==> src/rtl/core/ppd_pkg.sv <==
// Package for the preemptive priority dispatcher: widths, request codes,
// and the command and status bundles between controller and datapath.
// No dependencies.
`timescale 1ns / 1ps
package ppd_pkg;

	localparam int REQ_W  = 3;
	localparam int ID_W   = 8;
	localparam int PRIO_W = 3;
	localparam int ENT_W  = ID_W + PRIO_W;

	localparam logic [REQ_W-1:0] REQ_ENQ   = 3'd0;
	localparam logic [REQ_W-1:0] REQ_DONE  = 3'd1;
	localparam logic [REQ_W-1:0] REQ_START = 3'd2;
	localparam logic [REQ_W-1:0] REQ_STOP  = 3'd3;
	localparam logic [REQ_W-1:0] REQ_CLEAR = 3'd4;

	typedef struct packed {
		logic id_load;    // capture the incoming beat
		logic exec;       // apply the request to the flags and counts
		logic ins_rd;     // one step of the sorted insert, read side
		logic ins_cmp;    // one step of the sorted insert, compare and move
		logic push_cur;   // push the running task onto the stack
		logic push_new;   // push the new task onto the stack
		logic disp_rd;    // read the stack top and the pool head
		logic disp_apply; // take one of them as the new running task
		logic out_load;   // move the result into the output register
	} cmd_t;

	typedef struct packed {
		logic enq_pool;
		logic enq_push;
		logic ins_j_zero;
		logic ins_stop;
		logic disp_needed;
		logic out_free;
	} stat_t;

endpackage

==> src/rtl/core/ppd_ram.sv <==
// Generic single write, single read RAM with a registered read port.
// No dependencies.
`timescale 1ns / 1ps
module ppd_ram #(
	parameter int WIDTH = 11,
	parameter int DEPTH = 16
) (
	input  logic                     clk,
	input  logic                     we,
	input  logic [$clog2(DEPTH)-1:0] waddr,
	input  logic [WIDTH-1:0]         wdata,
	input  logic [$clog2(DEPTH)-1:0] raddr,
	output logic [WIDTH-1:0]         rdata
);
	logic [WIDTH-1:0] mem_q [DEPTH];

	always_ff @(posedge clk) begin
		if (we) begin
			mem_q[waddr] <= wdata;
		end
		rdata <= mem_q[raddr];
	end
endmodule

==> src/rtl/core/ppd_ctrl.sv <==
// Controller state machine of the dispatcher: sequences one request
// through execute, insert or push, dispatch and output. Uses ppd_pkg.
`timescale 1ns / 1ps
module ppd_ctrl (
	input  logic          clk,
	input  logic          arst_n,
	input  logic          in_valid,
	output logic          in_ready,
	input  ppd_pkg::stat_t stat,
	output ppd_pkg::cmd_t  cmd
);
	import ppd_pkg::*;

	localparam logic [3:0] ST_IDLE  = 4'd0;
	localparam logic [3:0] ST_EXEC  = 4'd1;
	localparam logic [3:0] ST_INSRD = 4'd2;
	localparam logic [3:0] ST_INSCM = 4'd3;
	localparam logic [3:0] ST_PUSH1 = 4'd4;
	localparam logic [3:0] ST_PUSH2 = 4'd5;
	localparam logic [3:0] ST_DCHK  = 4'd6;
	localparam logic [3:0] ST_DAPP  = 4'd7;
	localparam logic [3:0] ST_OUT   = 4'd8;

	logic [3:0] state_q, state_d;

	assign in_ready = (state_q == ST_IDLE);

	always_comb begin
		cmd     = '0;
		state_d = state_q;
		unique case (state_q)
			ST_IDLE: begin
				if (in_valid) begin
					cmd.id_load = 1'b1;
					state_d     = ST_EXEC;
				end
			end
			ST_EXEC: begin
				cmd.exec = 1'b1;
				if (stat.enq_pool) state_d = ST_INSRD;
				else if (stat.enq_push) state_d = ST_PUSH1;
				else state_d = ST_DCHK;
			end
			ST_INSRD: begin
				cmd.ins_rd = 1'b1;
				state_d    = stat.ins_j_zero ? ST_DCHK : ST_INSCM;
			end
			ST_INSCM: begin
				cmd.ins_cmp = 1'b1;
				state_d     = stat.ins_stop ? ST_DCHK : ST_INSRD;
			end
			ST_PUSH1: begin
				cmd.push_cur = 1'b1;
				state_d      = ST_PUSH2;
			end
			ST_PUSH2: begin
				cmd.push_new = 1'b1;
				state_d      = ST_DCHK;
			end
			ST_DCHK: begin
				if (stat.disp_needed) begin
					cmd.disp_rd = 1'b1;
					state_d     = ST_DAPP;
				end else begin
					state_d = ST_OUT;
				end
			end
			ST_DAPP: begin
				cmd.disp_apply = 1'b1;
				state_d        = ST_OUT;
			end
			ST_OUT: begin
				if (stat.out_free) begin
					cmd.out_load = 1'b1;
					state_d      = ST_IDLE;
				end
			end
			default: state_d = ST_IDLE;
		endcase
	end

	always_ff @(posedge clk or negedge arst_n) begin
		if (!arst_n) begin
			state_q <= ST_IDLE;
		end else begin
			state_q <= state_d;
		end
	end
endmodule

==> src/rtl/core/ppd_datapath.sv <==
// Datapath of the dispatcher: flags, running task, ring-buffered sorted
// pool and preemption stack in RAM, result and output registers.
// Uses ppd_pkg and ppd_ram.
`timescale 1ns / 1ps
module ppd_datapath #(
	parameter int POOL_DEPTH      = 16,
	parameter int STACK_DEPTH     = 16,
	parameter int TASK_ID_BITS    = 8,
	parameter int PRIORITY_LEVELS = 8
) (
	input  logic                       clk,
	input  logic                       arst_n,
	input  ppd_pkg::cmd_t              cmd,
	output ppd_pkg::stat_t             stat,
	input  logic [ppd_pkg::REQ_W-1:0]  req_type,
	input  logic [ppd_pkg::ID_W-1:0]   task_id,
	input  logic [ppd_pkg::PRIO_W-1:0] priority_req,
	output logic                       out_valid,
	input  logic                       out_ready,
	output logic                       dispatch_valid,
	output logic [ppd_pkg::ID_W-1:0]   dispatch_task,
	output logic [ppd_pkg::PRIO_W-1:0] dispatch_priority,
	output logic                       interrupt_current,
	output logic                       finished_valid,
	output logic [ppd_pkg::ID_W-1:0]   finished_task,
	output logic                       finished_interrupted,
	output logic                       overflow,
	output logic                       is_running,
	output logic                       is_idle
);
	import ppd_pkg::*;

	localparam int PPW = $clog2(POOL_DEPTH);
	localparam int PCW = $clog2(POOL_DEPTH + 1);
	localparam int SPW = $clog2(STACK_DEPTH);
	localparam int SCW = $clog2(STACK_DEPTH + 1);
	localparam logic [ID_W-1:0] ID_MASK =
		(TASK_ID_BITS >= ID_W) ? {ID_W{1'b1}} : ID_W'((1 << TASK_ID_BITS) - 1);
	localparam logic [PRIO_W-1:0] PRIO_MAX = PRIO_W'(PRIORITY_LEVELS - 1);

	// Request registers.
	logic [REQ_W-1:0]  req_q;
	logic [ID_W-1:0]   id_q;
	logic [PRIO_W-1:0] pr_q;
	logic [PRIO_W-1:0] pr_sat;

	// Scheduler state.
	logic              running_q, idle_q, active_q, cur_intr_q;
	logic [ID_W-1:0]   cur_id_q;
	logic [PRIO_W-1:0] cur_pr_q;
	logic [PPW-1:0]    head_q;
	logic [PCW-1:0]    pcount_q, j_q;
	logic [SCW-1:0]    scount_q;

	// Result being built and the output register.
	logic              r_dv_q, r_intr_q, r_fv_q, r_fi_q, r_ovf_q;
	logic [ID_W-1:0]   r_dt_q, r_ft_q;
	logic [PRIO_W-1:0] r_dp_q;
	logic              ov_q;

	// RAM ports.
	logic             p_we, s_we;
	logic [PPW-1:0]   p_waddr, p_raddr;
	logic [SPW-1:0]   s_waddr, s_raddr;
	logic [ENT_W-1:0] p_wdata, s_wdata, p_rdata, s_rdata;

	logic preempt, pool_full, stack_short;
	logic [PPW-1:0] phys_j, phys_jm1, phys_one;

	function automatic logic [PPW-1:0] wrap(input logic [PPW-1:0] h,
		input logic [PCW-1:0] rel);
		logic [PPW:0] sum;
		sum = (PPW+1)'(h) + (PPW+1)'(rel);
		if (sum >= (PPW+1)'(POOL_DEPTH)) sum = sum - (PPW+1)'(POOL_DEPTH);
		return sum[PPW-1:0];
	endfunction

	assign pr_sat = ({4'b0, priority_req} > 7'(PRIORITY_LEVELS - 1)) ? PRIO_MAX
		: priority_req;

	assign preempt     = running_q && !idle_q && (pr_q > cur_pr_q);
	assign pool_full   = (pcount_q >= PCW'(POOL_DEPTH));
	assign stack_short = ((SCW+1)'(scount_q) + (SCW+1)'(2)) > (SCW+1)'(STACK_DEPTH);

	assign phys_j   = wrap(head_q, j_q);
	assign phys_jm1 = wrap(head_q, j_q - PCW'(1));
	assign phys_one = wrap(head_q, PCW'(1));

	assign stat.enq_pool    = (req_q == REQ_ENQ) && !preempt && !pool_full;
	assign stat.enq_push    = (req_q == REQ_ENQ) && preempt && !stack_short;
	assign stat.ins_j_zero  = (j_q == '0);
	assign stat.ins_stop    = (p_rdata[PRIO_W-1:0] >= pr_q);
	assign stat.disp_needed = running_q && idle_q && (scount_q != '0 || pcount_q != '0);
	assign stat.out_free    = !ov_q || out_ready;

	// Pool RAM control.
	always_comb begin
		p_we    = 1'b0;
		p_waddr = phys_j;
		p_wdata = {id_q, pr_q};
		p_raddr = cmd.disp_rd ? head_q : phys_jm1;
		if (cmd.ins_rd && j_q == '0) begin
			p_we = 1'b1;
		end
		if (cmd.ins_cmp) begin
			p_we = 1'b1;
			if (!stat.ins_stop) p_wdata = p_rdata;
		end
	end

	// Stack RAM control.
	always_comb begin
		s_we    = cmd.push_cur || cmd.push_new;
		s_waddr = scount_q[SPW-1:0];
		s_wdata = cmd.push_cur ? {cur_id_q, cur_pr_q} : {id_q, pr_q};
		s_raddr = SPW'(scount_q - SCW'(1));
	end

	ppd_ram #(.WIDTH(ENT_W), .DEPTH(POOL_DEPTH)) u_pool (
		.clk(clk), .we(p_we), .waddr(p_waddr), .wdata(p_wdata),
		.raddr(p_raddr), .rdata(p_rdata)
	);

	ppd_ram #(.WIDTH(ENT_W), .DEPTH(STACK_DEPTH)) u_stack (
		.clk(clk), .we(s_we), .waddr(s_waddr), .wdata(s_wdata),
		.raddr(s_raddr), .rdata(s_rdata)
	);

	// Request capture.
	always_ff @(posedge clk) begin
		if (cmd.id_load) begin
			req_q <= req_type;
			id_q  <= task_id & ID_MASK;
			pr_q  <= pr_sat;
		end
	end

	// Scheduler state and result.
	always_ff @(posedge clk or negedge arst_n) begin
		if (!arst_n) begin
			running_q  <= 1'b0;
			idle_q     <= 1'b0;
			active_q   <= 1'b0;
			cur_intr_q <= 1'b0;
			cur_id_q   <= '0;
			cur_pr_q   <= '0;
			head_q     <= '0;
			pcount_q   <= '0;
			scount_q   <= '0;
			j_q        <= '0;
			r_dv_q     <= 1'b0;
			r_intr_q   <= 1'b0;
			r_fv_q     <= 1'b0;
			r_fi_q     <= 1'b0;
			r_ovf_q    <= 1'b0;
			r_dt_q     <= '0;
			r_ft_q     <= '0;
			r_dp_q     <= '0;
		end else begin
			if (cmd.id_load) begin
				r_dv_q   <= 1'b0;
				r_intr_q <= 1'b0;
				r_fv_q   <= 1'b0;
				r_fi_q   <= 1'b0;
				r_ovf_q  <= 1'b0;
				r_dt_q   <= '0;
				r_ft_q   <= '0;
				r_dp_q   <= '0;
			end
			if (cmd.exec) begin
				j_q <= pcount_q;
				priority case (req_q)
					REQ_ENQ: begin
						if (preempt) begin
							if (stack_short) begin
								r_ovf_q <= 1'b1;
							end else begin
								cur_intr_q <= 1'b1;
								r_intr_q   <= 1'b1;
							end
						end else if (pool_full) begin
							r_ovf_q <= 1'b1;
						end
					end
					REQ_DONE: begin
						if (active_q) begin
							r_fv_q     <= 1'b1;
							r_ft_q     <= cur_id_q;
							r_fi_q     <= cur_intr_q;
							cur_intr_q <= 1'b0;
							active_q   <= 1'b0;
							idle_q     <= 1'b1;
						end
					end
					REQ_START: begin
						if (!running_q) begin
							running_q <= 1'b1;
							idle_q    <= !active_q;
						end
					end
					REQ_STOP: begin
						if (running_q) begin
							running_q <= 1'b0;
							if (idle_q) begin
								idle_q <= 1'b0;
							end else begin
								cur_intr_q <= 1'b1;
								r_intr_q   <= 1'b1;
							end
						end
					end
					REQ_CLEAR: begin
						pcount_q <= '0;
						scount_q <= '0;
					end
					default: ;
				endcase
			end
			if (cmd.ins_rd && j_q == '0) begin
				pcount_q <= pcount_q + PCW'(1);
			end
			if (cmd.ins_cmp) begin
				if (stat.ins_stop) pcount_q <= pcount_q + PCW'(1);
				else j_q <= j_q - PCW'(1);
			end
			if (cmd.push_cur || cmd.push_new) begin
				scount_q <= scount_q + SCW'(1);
			end
			if (cmd.disp_apply) begin
				if (scount_q != '0 && (pcount_q == '0
						|| s_rdata[PRIO_W-1:0] >= p_rdata[PRIO_W-1:0])) begin
					scount_q <= scount_q - SCW'(1);
					cur_id_q <= s_rdata[ENT_W-1:PRIO_W];
					cur_pr_q <= s_rdata[PRIO_W-1:0];
					r_dt_q   <= s_rdata[ENT_W-1:PRIO_W];
					r_dp_q   <= s_rdata[PRIO_W-1:0];
				end else begin
					head_q   <= phys_one;
					pcount_q <= pcount_q - PCW'(1);
					cur_id_q <= p_rdata[ENT_W-1:PRIO_W];
					cur_pr_q <= p_rdata[PRIO_W-1:0];
					r_dt_q   <= p_rdata[ENT_W-1:PRIO_W];
					r_dp_q   <= p_rdata[PRIO_W-1:0];
				end
				cur_intr_q <= 1'b0;
				active_q   <= 1'b1;
				idle_q     <= 1'b0;
				r_dv_q     <= 1'b1;
			end
		end
	end

	// Output register.
	always_ff @(posedge clk or negedge arst_n) begin
		if (!arst_n) begin
			ov_q <= 1'b0;
		end else if (cmd.out_load) begin
			ov_q <= 1'b1;
		end else if (out_ready) begin
			ov_q <= 1'b0;
		end
	end

	always_ff @(posedge clk) begin
		if (cmd.out_load) begin
			dispatch_valid       <= r_dv_q;
			dispatch_task        <= r_dt_q;
			dispatch_priority    <= r_dp_q;
			interrupt_current    <= r_intr_q;
			finished_valid       <= r_fv_q;
			finished_task        <= r_ft_q;
			finished_interrupted <= r_fi_q;
			overflow             <= r_ovf_q;
			is_running           <= running_q;
			is_idle              <= idle_q;
		end
	end

	assign out_valid = ov_q;
endmodule

==> src/rtl/core/preemptive_priority_dispatcher.sv <==
// Top level of the preemptive priority dispatcher.
// Joins the controller ppd_ctrl and the datapath ppd_datapath; uses ppd_pkg.
`timescale 1ns / 1ps
// One request beat goes in, one result beat comes out. The block handles a
// single request at a time. An accepted request passes the execute step,
// then, for an enqueue that fits, either the sorted pool insert or the stack
// pushes of the running task and the new one, then the dispatch check, and
// last the output step, which loads the result into the output register
// once it is free. A pool insert walks past each queued pool task of lower
// priority, or past every queued task when it lands at the head. The pool
// is a sorted ring in a RAM with one read and one write port, and each walk
// step reads one entry and writes it one place further on. A dispatch adds
// a step in which the stack top and the pool head read in the cycle before
// are compared and one is taken. A finished result waits in an output
// register, so the next request is taken while the previous result is still unclaimed.
// Both stores are RAMs whose contents are never read beyond their fill
// counts, so no clearing pass follows reset.
module preemptive_priority_dispatcher #(
	parameter int POOL_DEPTH      = 16,
	parameter int STACK_DEPTH     = 16,
	parameter int TASK_ID_BITS    = 8,
	parameter int PRIORITY_LEVELS = 8
) (
	input  logic                       clk,
	input  logic                       arst_n,
	input  logic                       in_valid,
	output logic                       in_ready,
	input  logic [ppd_pkg::REQ_W-1:0]  req_type,
	input  logic [ppd_pkg::ID_W-1:0]   task_id,
	input  logic [ppd_pkg::PRIO_W-1:0] priority_req,
	output logic                       out_valid,
	input  logic                       out_ready,
	output logic                       dispatch_valid,
	output logic [ppd_pkg::ID_W-1:0]   dispatch_task,
	output logic [ppd_pkg::PRIO_W-1:0] dispatch_priority,
	output logic                       interrupt_current,
	output logic                       finished_valid,
	output logic [ppd_pkg::ID_W-1:0]   finished_task,
	output logic                       finished_interrupted,
	output logic                       overflow,
	output logic                       is_running,
	output logic                       is_idle
);
	import ppd_pkg::*;

	// Commands from the controller and status back from the datapath.
	cmd_t  cmd;
	stat_t stat;

	// The controller only sequences; every decision it takes comes from in_valid
	// or the status bundle, which the datapath derives from its registers, its RAM read data and out_ready.
	ppd_ctrl u_ctrl (
		.clk(clk), .arst_n(arst_n), .in_valid(in_valid), .in_ready(in_ready),
		.stat(stat), .cmd(cmd)
	);

	// The datapath holds the flags, the running task, both stores and the
	// output register that parts the result side from the request side.
	ppd_datapath #(
		.POOL_DEPTH(POOL_DEPTH), .STACK_DEPTH(STACK_DEPTH),
		.TASK_ID_BITS(TASK_ID_BITS), .PRIORITY_LEVELS(PRIORITY_LEVELS)
	) u_dp (
		.clk(clk), .arst_n(arst_n), .cmd(cmd), .stat(stat),
		.req_type(req_type), .task_id(task_id), .priority_req(priority_req),
		.out_valid(out_valid), .out_ready(out_ready),
		.dispatch_valid(dispatch_valid), .dispatch_task(dispatch_task),
		.dispatch_priority(dispatch_priority),
		.interrupt_current(interrupt_current),
		.finished_valid(finished_valid), .finished_task(finished_task),
		.finished_interrupted(finished_interrupted), .overflow(overflow),
		.is_running(is_running), .is_idle(is_idle)
	);
endmodule

==> config.mk <==
export PLATFORM = sky130hd
export DESIGN_NAME = preemptive_priority_dispatcher
export DESIGN_NICKNAME = d
export VERILOG_FILES = /design/src/rtl/core/ppd_pkg.sv /design/src/rtl/core/ppd_ram.sv /design/src/rtl/core/ppd_ctrl.sv /design/src/rtl/core/ppd_datapath.sv /design/src/rtl/core/preemptive_priority_dispatcher.sv
export SDC_FILE = /design/constraint.sdc
export NUM_CORES = 1
export LEC_CHECK = 0
export ABC_AREA = 1
export BUFFER_PORTS_ARGS = -buffer_cell sky130_fd_sc_hd__buf_2
export CAP_MARGIN = 20
export CORE_MARGIN = 1
export CORE_UTILIZATION = 55
export CTS_CLUSTER_SIZE = 16
export DETAILED_ROUTE_END_ITERATION = 16
export GPL_ROUTABILITY_DRIVEN = 0
export PLACE_DENSITY = 0.8
export SETUP_SLACK_MARGIN = 0.4
export SLEW_MARGIN = 25
export SYNTH_ARGS = -nofsm -noshare
export SYNTH_HDL_FRONTEND = slang
export SYNTH_SLANG_ARGS = --single-unit
==> constraint.sdc <==
create_clock -name clk -period 3.9 [get_ports clk]
set_input_delay 0.195 -clock clk [delete_from_list [all_inputs] [get_ports clk]]
set_output_delay 0.195 -clock clk [all_outputs]
set_load 0.005 [all_outputs]
# --- After elaboration in Yosys (flattened, before gate mapping) ---
# Memories as Yosys holds them, arrays and structs flattened. A register that Yosys moved wholly into a read port is not among the register bits.
# Index checks and enable logic that the tools add are counted.
word_totals:
  output_inout_bits: 28
  in_bits: 18
  regBits: 103
  elab_cells: 216
  ramBits: 352
  memories: 2
mem_list:
  columns: ["memory", "depth", "word_bits", "read_ports", "rd_ports_with_merged_regs", "wr", "line_no", "text"]
  rows:
  - ["u_dp.u_pool.mem_q", 16, 11, 1, 1, 1, "ppd_ram.sv:15", "logic [WIDTH-1:0] mem_q [DEPTH];"]
  - ["u_dp.u_stack.mem_q", 16, 11, 1, 1, 1, "ppd_ram.sv:15", null]
op_classes:
  magnitude_cmp: 8
  n_eq_ne: 20
  reduce_logical: 39
  n_mux: 101
  n_addsub: 12
  bitwise_logic: 1
op_table:
  columns: ["operator", "n"]
  rows:
  - ["$mux W5", 15]
  - ["$mux W1", 57]
  - ["$mux W8", 7]
  - ["$pmux W4 S9", 1]
  - ["$mux W11", 3]
  - ["$mux W4", 7]
  - ["$ge A5 B5 Y1 const B", 4]
  - ["$mux W3", 6]
  - ["$eq A4 B3 Y1 const B", 4]
  - ["$sub A5 B1 Y5 const B", 3]
  - ["$sub A4 B1 Y4 const B", 3]
  - ["$add A4 B5 Y5", 2]
  - ["$add A5 B1 Y5 const B", 2]
  - ["$logic_and A1 B1 Y1", 10]
  - ["$logic_not A5 Y1", 2]
  - ["$reduce_bool A2 Y1", 5]
  - ["$reduce_bool A5 Y1", 2]
  - ["$ne A3 B2 Y1 const B", 3]
  - ["$ne A3 B3 Y1 const B", 3]
  - ["$eq A4 B2 Y1 const B", 2]
  - ["$reduce_and A2 Y1", 4]
  - ["$reduce_bool A4 Y1", 2]
  - ["$reduce_and A7 Y1", 1]
  - ["$add A5 B2 Y6 const B", 1]
  - ["other kinds (19)", 32]

# --- Longest topological paths before layout ---
logic_depth:
  depth_word: 8
  ltp_mapped: 17
  depth_no_buf: 14

# --- Cells and area by module ---
# From an unflattened synthesis, not the netlist that was laid out.
unflattened:
  hier_cells: 2116
  area_unflattened_um2: 21299.2
by_module_without_submodules:
  columns: ["module", "area_per_inst_um2", "cells_each", "instances", "seq_area_each_um2"]
  rows:
  - ["ppd_ram (u_dp.u_pool)", 7852.5, 747, 1, 5505.3]
  - ["ppd_ram (u_dp.u_stack)", 7848.8, 747, 1, 5505.3]
  - ["ppd_datapath", 5262.5, 566, 1, 2677.6]
  - ["ppd_ctrl", 335.3, 56, 1, 100.1]

# --- Worst setup path before layout ---
# Ideal clock, no wire load.
synth_path:
  kind: "flip-flop to flip-flop"
  startpoint: "reg u_dp.scount_q[0]"
  endpoint: "reg u_dp.u_pool.rdata[0], read port of u_dp.u_pool.mem_q"
  slack_ps: 1478
  stages_incl_launch_ff: 16
  setup_time_ps: 113
  synth_period_minus_slack_ps: 2422
  t_arrival_ps: 2308
  path_buffers: 4
  required_time_ps: 3787
  cell_sequence: "dfrtp_1 buf_2 inv_2 clkbuf_1 ha_1 nand2_1 nor2_4 nand2_4 nand3_2 buf_6 nand3_1 xor2_2 inv_1 buf_4 nand3_1 nand2_1"
synth_between:
  elab_chain_len: 6
synth_lines:
  columns: ["element", "line_no", "text"]
  rows:
  - ["start, declared", "ppd_datapath.sv:53", "logic [SCW-1:0] scount_q;"]
  - ["start signal, assigned", "ppd_datapath.sv:227", "scount_q <= scount_q + SCW'(1);"]
  - ["start signal, assigned", "ppd_datapath.sv:232", "scount_q <= scount_q - SCW'(1);"]
  - ["$reduce_bool A5 Y1", "ppd_datapath.sv:93", "assign stat.disp_needed = running_q && idle_q && (scount_q != '0 || pcount_q != '0);"]
  - ["$logic_or A1 B1 Y1", "ppd_datapath.sv:93", null]
  - ["$logic_and A1 B1 Y1", "ppd_datapath.sv:93", null]
  - ["$mux W1", "ppd_ctrl.sv:61", "if (stat.disp_needed) begin"]
  - ["$mux W1", "ppd_ctrl.sv:31", "unique case (state_q)"]
  - ["$mux W4", "ppd_datapath.sv:101", "p_raddr = cmd.disp_rd ? head_q : phys_jm1;"]
  - ["end, declared", "ppd_ram.sv:13", "output logic [WIDTH-1:0] rdata"]
# Every way passes these cells.
# A chain may end at the register's enable or synchronous reset.

# --- Final worst setup path ---
layout_path:
  startpoint: "reg u_dp.scount_q[1]"
  endpoint: "reg u_dp.u_pool.rdata[1], read port of u_dp.u_pool.mem_q"
# Same word-level chain as after synthesis.

==> results.yml <==
outcome:
  status: "finished, final reports clean"
worst_setup_path:
  reg2regPathDepth: 11
  critical_path.max_fanout: 23
  crit_arrival_ps: 3690
  r2r-start: "u_dp.scount_q[1]"
  rrSetupSlack_ps: 740
  startpoint_type: "register"
  required_ps: 4430
  crit_type: "register to register"
  reg2reg_to: "u_dp.u_pool.rdata[1]"
  endpoint_kind: "register"
clock_tree:
  cts_root_buffer: "clkbuf_16"
  cts_buffer_depth: 3
  clk_latency_ps: 590
  cts_max_level: 2
  cts_tree: "done"
  clk_pin_slew_ps: 60
  cts_buffers: 48
  clkSinkCount: 477
hold_path:
  holdCritPathClass: "primary input to register"
  hold_end: "u_ctrl.state_q[0]"
  hold_path_depth: 3
  hold_start: "in_valid"
global_routing:
  grt.overflow.total: 0
  grt_max_degree: 93
  antenna_found_initial: 0
  grt_usage_pct: 26.5
  grt_pass1_vias: 13900
  grt_pass1_wl_um: 77300
logic_synthesis:
  yosysSeqAreaShare_pct: 67.4
  ys_ff_latch: 477
  synth.avg_cell_area_um2: 11.3
  yosys_warnings: 0
  synth_nets: 1856
  syn-cell-area_mm2: 0.0205
  synthCells: 1807
  synth.distinct_cells: 45
cells_and_area:
  area_growth_syn_to_layout_pct: 11.5
  finalNetCount: 1922
  final_common_cell: "edfxtp_1"
  drive_gt1_share_pct: 10.1
  antenna_cells: 0
  final_cell_mix: "392 x edfxtp_1, 284 x nand2_1, 216 x inv_1, 206 x nand3_1, 176 x nor2_1"
power_and_ir_drop:
  power_density_mw_per_mm2: 927
  power_uw: 21200
  power.leakage_uw: 0.00910
  peakVddDrop_uv: 724
routing:
  wl_per_cell_um: 21.1
  vias: 14300
  wirelength_um: 50100
  vias_per_cell: 6.02
  drt_pass1_iterations: 6
  drcViolationCount: 0
  drtIter0Drc: 1779
  antenna_left: 0
timing:
  fin_skew_ps: 16.0
  fin_crit_sh_pct: 81.1
  fin_crit_ps: 3160
  worst_pin_slew_ps: 1070
  max_freq_mhz: 316
  setup_tns_ps: 0
  hold_viol: 0
  maxSlewHeadroom_pct: 28.6
  finalMaxSlewViolations: 0
  setup_violations: 0
  rsz0062_at_grt: "no"
place:
  io_buffers: 45
  hpwlAfterDp_um: 31100
die:
  io_pins: 46
  die_area_mm2: 0.0380
  core_mm2: 0.0366
  die-height_um: 195
  fp.dieW_um: 195
  rows: 70
  initial_core_util_pct: 55.9
flow_run:
  drv_cap: 0
[routing by layer]
| metal | global-route usage (%) | wire [um] | share of wire [%] |
|---|---|---|---|
| met3 | 4.81 | 4840 | 9.7 |
| met5 | 0 | 0 | 0 |
| met4 | 13.7 | 2640 | 5.3 |
| met2 | 42.8 | 23500 | 47 |
| met1 | 34.5 | 19200 | 38 |
[registers in the layout, indices dropped and copies added (netlist names), 3 cells and up]
signal                  cells
u_dp.cur_pr_q               3
u_dp.head_q                 4
u_dp.r_dt_q                 8
u_dp.pr_q                   3
u_dp.u_pool.mem_q         176
u_dp.u_pool.rdata          11
u_dp.r_ft_q                 8
u_dp.finished_task          8
u_dp.pcount_q               5
u_dp.dispatch_priority      3
u_ctrl.state_q              4
u_dp.id_q                   8
u_dp.j_q                    5
u_dp.dispatch_task          8
u_dp.cur_id_q               8
u_dp.req_q                  3
u_dp.scount_q               5
u_dp.r_dp_q                 3
u_dp.u_stack.rdata         11
u_dp.u_stack.mem_q        176
[synth_stat cells]
| library cell | n | area [um^2] |
|---|---|---|
| o31ai_1 | 3 | 22.5 |
| fa_1 | 2 | 40.0 |
| clkinv_4 | 1 | 8.76 |
| nor2_1 | 182 | 683 |
| nand3b_1 | 33 | 248 |
| nor3_1 | 5 | 25.0 |
| clkinv_1 | 1 | 3.75 |
| dfxtp_1 | 22 | 440 |
| xor2_2 | 1 | 16.3 |
| o211ai_1 | 18 | 135 |
| nor2_8 | 1 | 20.0 |
| nor3_2 | 1 | 10.0 |
| nand2_4 | 5 | 56.3 |
| a22oi_1 | 11 | 82.6 |
| o32ai_1 | 33 | 289 |
| ha_1 | 29 | 363 |
| xor2_1 | 16 | 140 |
| buf_4 | 9 | 67.6 |
| dfrtp_1 | 63 | 1580 |
| buf_2 | 16 | 80.1 |
| buf_6 | 11 | 124 |
| a21o_1 | 1 | 7.51 |
| o21ai_1 | 1 | 5.00 |
| nand3_2 | 2 | 20.0 |
| nor2_4 | 3 | 33.8 |
| o21ai_4 | 1 | 16.3 |
| nand4_1 | 7 | 43.8 |
| buf_1 | 2 | 7.51 |
| nand2_1 | 284 | 1070 |
| nand2_2 | 3 | 18.8 |
| inv_2 | 6 | 22.5 |
| inv_1 | 216 | 811 |
| o221ai_1 | 11 | 96.3 |
| xnor2_1 | 5 | 43.8 |
| edfxtp_1 | 392 | 11800 |
| nand3_1 | 206 | 1030 |
| o21ai_0 | 122 | 611 |
| nor2_2 | 2 | 12.5 |
| a31oi_1 | 4 | 25.0 |
| o22ai_1 | 2 | 12.5 |
| o21ai_2 | 1 | 8.76 |
| mux2i_1 | 11 | 110 |
| a21oi_1 | 14 | 70.1 |
| clkbuf_1 | 47 | 176 |
| nand4_2 | 1 | 12.5 |
[area by class of cell]
cell class,instances,area (um^2)
Tap cell,468,586
Multi-Input combinational cell,1021,5410
Fill cell,2674,13800
Clock buffer,66,1320
Sequential cell,477,13800
Timing Repair Buffer,101,718
Clock inverter,18,149
Inverter,224,846
[power by group]
part           internal, uW  leakage [uW]  switching (uW)
registers              6660       0.00454             461
clock network          2430      0.000717            1880
logic                  2840       0.00384            6870
total                 11900       0.00910            9220
[worst max-delay path by stage]
stage	from	end	depth (start not counted)
after detailed placement	u_dp.scount_q[1]	u_dp.u_pool.rdata[3]	11
after global placement	u_dp.head_q[0]	u_dp.u_pool.mem_q[2][9]	5
final	u_dp.scount_q[1]	u_dp.u_pool.rdata[1]	11
after CTS	u_dp.scount_q[1]	u_dp.u_pool.rdata[3]	11
after global routing	u_dp.scount_q[1]	u_dp.u_pool.rdata[7]	11
after floorplan	u_dp.scount_q[0]	u_dp.u_pool.rdata[0]	15
[critical path, stage by stage, from the launching register on]
cell and delay (ps):
dfrtp_1 420, inv_1 160, ha_2 210, nand2_1 110
nor2_4 60, nand2_4 70, nand3_2 320, o21ai_2 950
inv_2 400, nand3_1 220, nand3_1 100, nand2_1 80
[cells by family (layout without fill, tap and decap cells)]
logic type	count (synthesis)	after routing	share of synthesized area, %
flip-flops	477	477	67.4
multiplexers	11	11	0.538
adder cells (fa/ha/maj)	31	31	1.97
buffers and inverters	309	409	6.36
AND/OR/NAND/NOR	735	735	16.0
XOR/XNOR	22	22	0.978
AO/OA/AOI/OAI	222	222	6.75
[stage by stage]
stage	utilization [%]	setup WS, ps	hold WS [ps]	cell area, um^2	instances
final	62.3	737	51.2	22800	2375
after global routing	62.3	530	33.2	22800	2375
after CTS	62.2	871	23.3	22800	2374
after detailed placement	57.8	884	308	21200	2274
after global placement	57.7	946	292	21100	2274
after floorplan	-	1480	-101	20500	1807
[timing repair]
item / CTS / global route
setup buffers: 0 / 0
setup endpoints to repair: 0 / 0
endpoints found under the hold margin: 47 / 0
gates resized for setup: 0 / 0
hold buffers: 16 / 0
Note: power is estimated with default switching activity, not from simulation.
